===== config.mk =====
export PLATFORM = sky130hd
export DESIGN_NAME = pcrpl_rank
export DESIGN_NICKNAME = d
export VERILOG_FILES = /design/src/rtl/pcrpl_pkg.sv /design/src/rtl/pcrpl_rank.sv
export SDC_FILE = /design/constraint.sdc
export NUM_CORES = 1
export LEC_CHECK = 0
export BUFFER_PORTS_ARGS = -buffer_cell sky130_fd_sc_hd__buf_4
export CORE_ASPECT_RATIO = 0.75
export CORE_MARGIN = 1.5
export CORE_UTILIZATION = 40
export DETAILED_ROUTE_END_ITERATION = 6
export PLACE_DENSITY = 0.94
export REMOVE_ABC_BUFFERS = 1
export SYNTH_ARGS = -nofsm -noshare
export SYNTH_HDL_FRONTEND = slang
export SYNTH_SLANG_ARGS = --single-unit

===== constraint.sdc =====
create_clock -name vclk -period 3.5
set_clock_uncertainty 0.2 [all_clocks]
set_input_delay 0.7 -clock vclk [all_inputs]
set_output_delay 0.7 -clock vclk [all_outputs]
set_load 0.05 [all_outputs]

===== src/rtl/pcrpl_pkg.sv =====
// Shared types and constants for the per-cluster ranked probe lists block.
// No dependencies; used by pcrpl_rank and per_cluster_ranked_probe_lists_top.
package pcrpl_pkg;

  // Default sizes
  localparam int CLUSTERS_DEF = 4096;
  localparam int MAX_K_DEF    = 8;

  // Register reset values
  localparam logic [3:0]  MAX_PER_CLUSTER_RST = 4'd8;
  localparam logic [15:0] MAX_REFERENCES_RST  = 16'hFFFF;

  // Operation codes
  localparam logic [1:0] OP_INSERT  = 2'd0;
  localparam logic [1:0] OP_PUBLISH = 2'd1;
  localparam logic [1:0] OP_FRAME   = 2'd2;

  // Configuration register indexes
  localparam logic [1:0] CFG_MAX_PER_CLUSTER = 2'd0;
  localparam logic [1:0] CFG_MAX_REFERENCES  = 2'd1;

  // One stored list entry
  typedef struct packed {
    logic [9:0]  slot;
    logic [15:0] influence;
    logic [7:0]  prio;
    logic [31:0] volume;
    logic [31:0] owner;
  } entry_t;

endpackage


===== src/rtl/pcrpl_rank.sv =====
// Rank compare unit: tells whether a candidate ranks strictly ahead of an entry.
// Depends on pcrpl_pkg (entry_t).
module pcrpl_rank (
  input  pcrpl_pkg::entry_t cand,
  input  pcrpl_pkg::entry_t stored,
  output logic              ahead
);

  // Higher priority, then higher influence, then smaller volume, then smaller owner
  always_comb begin
    if (cand.prio != stored.prio) begin
      ahead = cand.prio > stored.prio;
    end else if (cand.influence != stored.influence) begin
      ahead = cand.influence > stored.influence;
    end else if (cand.volume != stored.volume) begin
      ahead = cand.volume < stored.volume;
    end else begin
      ahead = cand.owner < stored.owner;
    end
  end

endmodule


## After elaboration in Yosys (flattened, before gate mapping)

Index checks and enable logic that the tools add are counted.

| operators by class | value |
|---|---|
| add/sub/neg operators | 0 |
| bitwise operators | 0 |
| $lt $le $gt $ge | 4 |
| reduce and logical (&&, ||, !) cells | 0 |
| $mul | 0 |
| equality and inequality tests | 3 |
| multiplexer cells | 3 |
| divide/modulo/power cells | 0 |
| shifts and indexed selects | 0 |

Operators with widths:

| cell | count |
|---|---|
| 32-bit < comparator | 2 |
| 32-bit != test | 1 |
| 16-bit greater-than comparator | 1 |
| 16-bit != test | 1 |
| 8-bit greater-than comparator | 1 |
| 8-bit != test | 1 |
| 1-bit two-way mux | 3 |

| word-level totals | value |
|---|---|
| RAM bits | 0 |
| latch bits | 0 |
| output and inout bits | 1 |
| bits in registers | 0 |
| word-level logic and storage cells | 10 |
| memories kept | 0 |
| memory bits (read-only) | 0 |
| input port bits | 196 |

## Logic depth before layout (Yosys ltp)

| logic depth | value |
|---|---|
| depth after elaboration | 4 |
| gate-level depth with buffers | 9 |
| depth with buffers taken out | 9 |

## Worst setup path after synthesis

OpenSTA, ideal clock, no wires.

| timing path | value |
|---|---|
| path kind | input-to-output |
| start | input port stored[63] in the netlist's numbering |
| end | output port ahead |
| cell stages on the path | 9 |
| required time | 2.600 ns |
| path slack | 0.043 ns |
| buffers on the path | 0 |
| arrival | 2.557 ns |
| path through | inv_1 ha_1 nand4_2 nor4_2 nand3_1 a2111oi_2 o41ai_1 a211oi_2 o21ba_1 |

| on the way | value |
|---|---|
| longest elaborated chain between the ends | 4 |
| elaborated cells between the ends (all ways) | 5 |
| classes of those cells | order compare (1); eq/ne (1); mux (3) |

Ends and longest elaborated chain:

| what | line | source |
|---|---|---|
| start: declaration | pcrpl_rank.sv:5 | `input pcrpl_pkg::entry_t stored,` |
| 32-bit < comparator / 32-bit != test (equally long branches) | pcrpl_rank.sv:16, pcrpl_rank.sv:15 |  |
| 1-bit two-way mux (*) | pcrpl_rank.sv:15 | `end else if (cand.volume != stored.volume) begin` |
| 1-bit two-way mux (*) | pcrpl_rank.sv:13 | `end else if (cand.influence != stored.influence) begin` |
| 1-bit two-way mux (*) | pcrpl_rank.sv:11 | `if (cand.prio != stored.prio) begin` |
| end: declaration | pcrpl_rank.sv:6 | `output logic ahead` |

Every way passes the cells marked *; elsewhere a longest branch is shown, timed or not.

## Worst setup path after layout

| timing path | value |
|---|---|
| start | input port cand[49] in the netlist's numbering |
| end | output port ahead |

| on the way | value |
|---|---|
| longest elaborated chain between the ends | 4 |
| elaborated cells between the ends (all ways) | 5 |
| classes of those cells | order compare (1); eq/ne (1); mux (3) |

Ends and longest elaborated chain:

| what | line | source |
|---|---|---|
| start: declaration | pcrpl_rank.sv:4 | `input pcrpl_pkg::entry_t cand,` |
| 32-bit < comparator / 32-bit != test (equally long branches) | pcrpl_rank.sv:16, pcrpl_rank.sv:15 |  |
| 1-bit two-way mux (*) | pcrpl_rank.sv:15 |  |
| 1-bit two-way mux (*) | pcrpl_rank.sv:13 |  |
| 1-bit two-way mux (*) | pcrpl_rank.sv:11 |  |

Marks and branches as above.

==> metrics <==
Util after Layout 0.720; Final period util 1.04; vias per cell 5.00; DRC 0; WP data required 2600 ps; ANT cells 0; HP Class input pin to primary output; multi-input logic area 1990 sq um; minimum clock period 3630 ps; # fillers 430; worst setup margin -134 ps; fin area 3850 sq um; Setup CP Type input pin to primary output; Layout Nets 776; GR Overflow Total 0; number of global-route vias before repair 2745; largest net degree at the start of global routing 4; GRT Util Overall 0.228; DP Area 3700 sq um; post-synthesis area per instance 7.30 sq um; Initial Util 0.414; # clk buffers 0; count of final setup violators 1; YS warnings 0; Final Hold Fails 0; Cell Area, Synth 2220 sq um; Die Span Y 67.5 um; crit end category primary output; global-route wire length before repair 11100 um; RSZ-0062 raised after global routing yes; DP Wirelength 6810 um; Slew HR 0.696; violations in the final reports negative setup slack; Worst EP arrival 2730 ps; Die W 89.0 um; Startpoint Class input pin; commonest non-fill, non-tap cell in the layout buf_4; Final ANT Viol Nets 0; PortBufs 177; Worst-Margin Slew 445 ps; 1st-pass router iterations 4; Yosys cell types 32; # IOs 197; most frequent cells in the layout buf_4, inv_1, ha_1; max-slew violation count 0; seq_cells 0; area grow syn2layout 73.7%; DR WL/cell 13.4 um; Worst Path Max Fanout 2; final wirelength 7590 um; FF+latch area 0 sq um; Lkg Pwr 2.30 nW; Mapped Cells 304; Min Hold Slack 1890 ps; core area 5350 sq um; Placer Congestion 0.838; setup TNS -134 ps; fraction of layout cells with a size suffix above 1 0.415; First DRT Iteration DRCs 40; Rows 23; Die ar. 6010 sq um; P per Cell Area 110 nW/um^2; Peak VDD IR 0.0620 mV; vias 2830; max-cap violation count 0; fmax 275 MHz; status complete, but fails checks; register area share after synthesis 0; initial antenna violation count 0
[cells by family (layout without fill, tap and decap cells)]
family,Yosys count,count (layout),share of synthesized area
buffers and inverters,88,275,0.149
AO/OA/AOI/OAI,65,65,0.199
AND/OR/NAND/NOR,64,64,0.162
adder cells (fa/ha/maj),87,87,0.491
[stage by stage]
step / total power, W / setup slack (ps) / cells
6_report: 0.000424 / -134 / 566
4_1_cts: 0.000410 / -147 / 564
3_3_place_gp: 0.000376 / -245 / 564
2_1_floorplan: 0.000183 / 42.8 / 304
5_1_grt: 0.000473 / -274 / 566
3_5_place_dp: 0.000400 / -337 / 564
[repair_timing]
action	in CTS	in global routing
pin swaps	1	12
endpoints found under the setup margin	1	1
hold buffers	0	0
resized for setup	7	18
setup buffers	0	2
[critical path, cell delays in order]
cell and delay [ps]:
buf_4 120, ha_4 270, nand4_1 170, nor4_4 340, nand3_2 150, a2111oi_4 340, o41ai_2 130, a211oi_2 180
o21ba_1 160, buf_6 160
[layout make-up]
type,count,area share
multi-input cells,216,0.517
repair buffers,187,0.371
well taps,75,0.0244
inverters,88,0.0877
[cell usage after synthesis]
library cell | number | area share
inv_1 | 88 | 0.15
ha_1 | 87 | 0.49
a21oi_1 | 22 | 0.050
nand4_1 | 16 | 0.045
nand2_1 | 11 | 0.019
nor2_1 | 11 | 0.019
a21o_1 | 7 | 0.024
nand3_1 | 7 | 0.016
o21ai_0 | 7 | 0.016
a211oi_1 | 5 | 0.017
nor2b_1 | 5 | 0.014
o21a_1 | 4 | 0.014
o21ai_1 | 4 | 0.0090
a2111oi_0 | 3 | 0.012
nor4_1 | 3 | 0.0085
o211ai_1 | 3 | 0.010
and4_1 | 2 | 0.0079
nand2b_1 | 2 | 0.0056
nand4_2 | 2 | 0.011
nor3_1 | 2 | 0.0045
o32ai_1 | 2 | 0.0079
a2111oi_2 | 1 | 0.0068
a211oi_2 | 1 | 0.0056
a21o_4 | 1 | 0.0068
a221o_1 | 1 | 0.0045
a221oi_1 | 1 | 0.0039
nand3b_1 | 1 | 0.0034
nor4_2 | 1 | 0.0056
o21ba_1 | 1 | 0.0045
o2bb2ai_1 | 1 | 0.0039
o41ai_1 | 1 | 0.0039
or3_1 | 1 | 0.0028
[per-layer routing]
metal,GRT usage,share of wire
met5,0,0
met2,0.485,0.54
met1,0.249,0.38
met4,0.0269,0.020
met3,0.0171,0.057
[final timing paths]
path                      from  depth (start not counted)    end  slack (ps)
worst min-delay path  cand[71]                          5  ahead        1890
worst max-delay path  cand[49]                         10  ahead        -130
[power breakdown]
part	internal, W	total [W]	switching, W	leakage, nW
combinational	0.000250	0.000424	0.000173	2.30
clock	0	0	0	0
sequential	0	0	0	0
(Power assumes the default switching activity.)
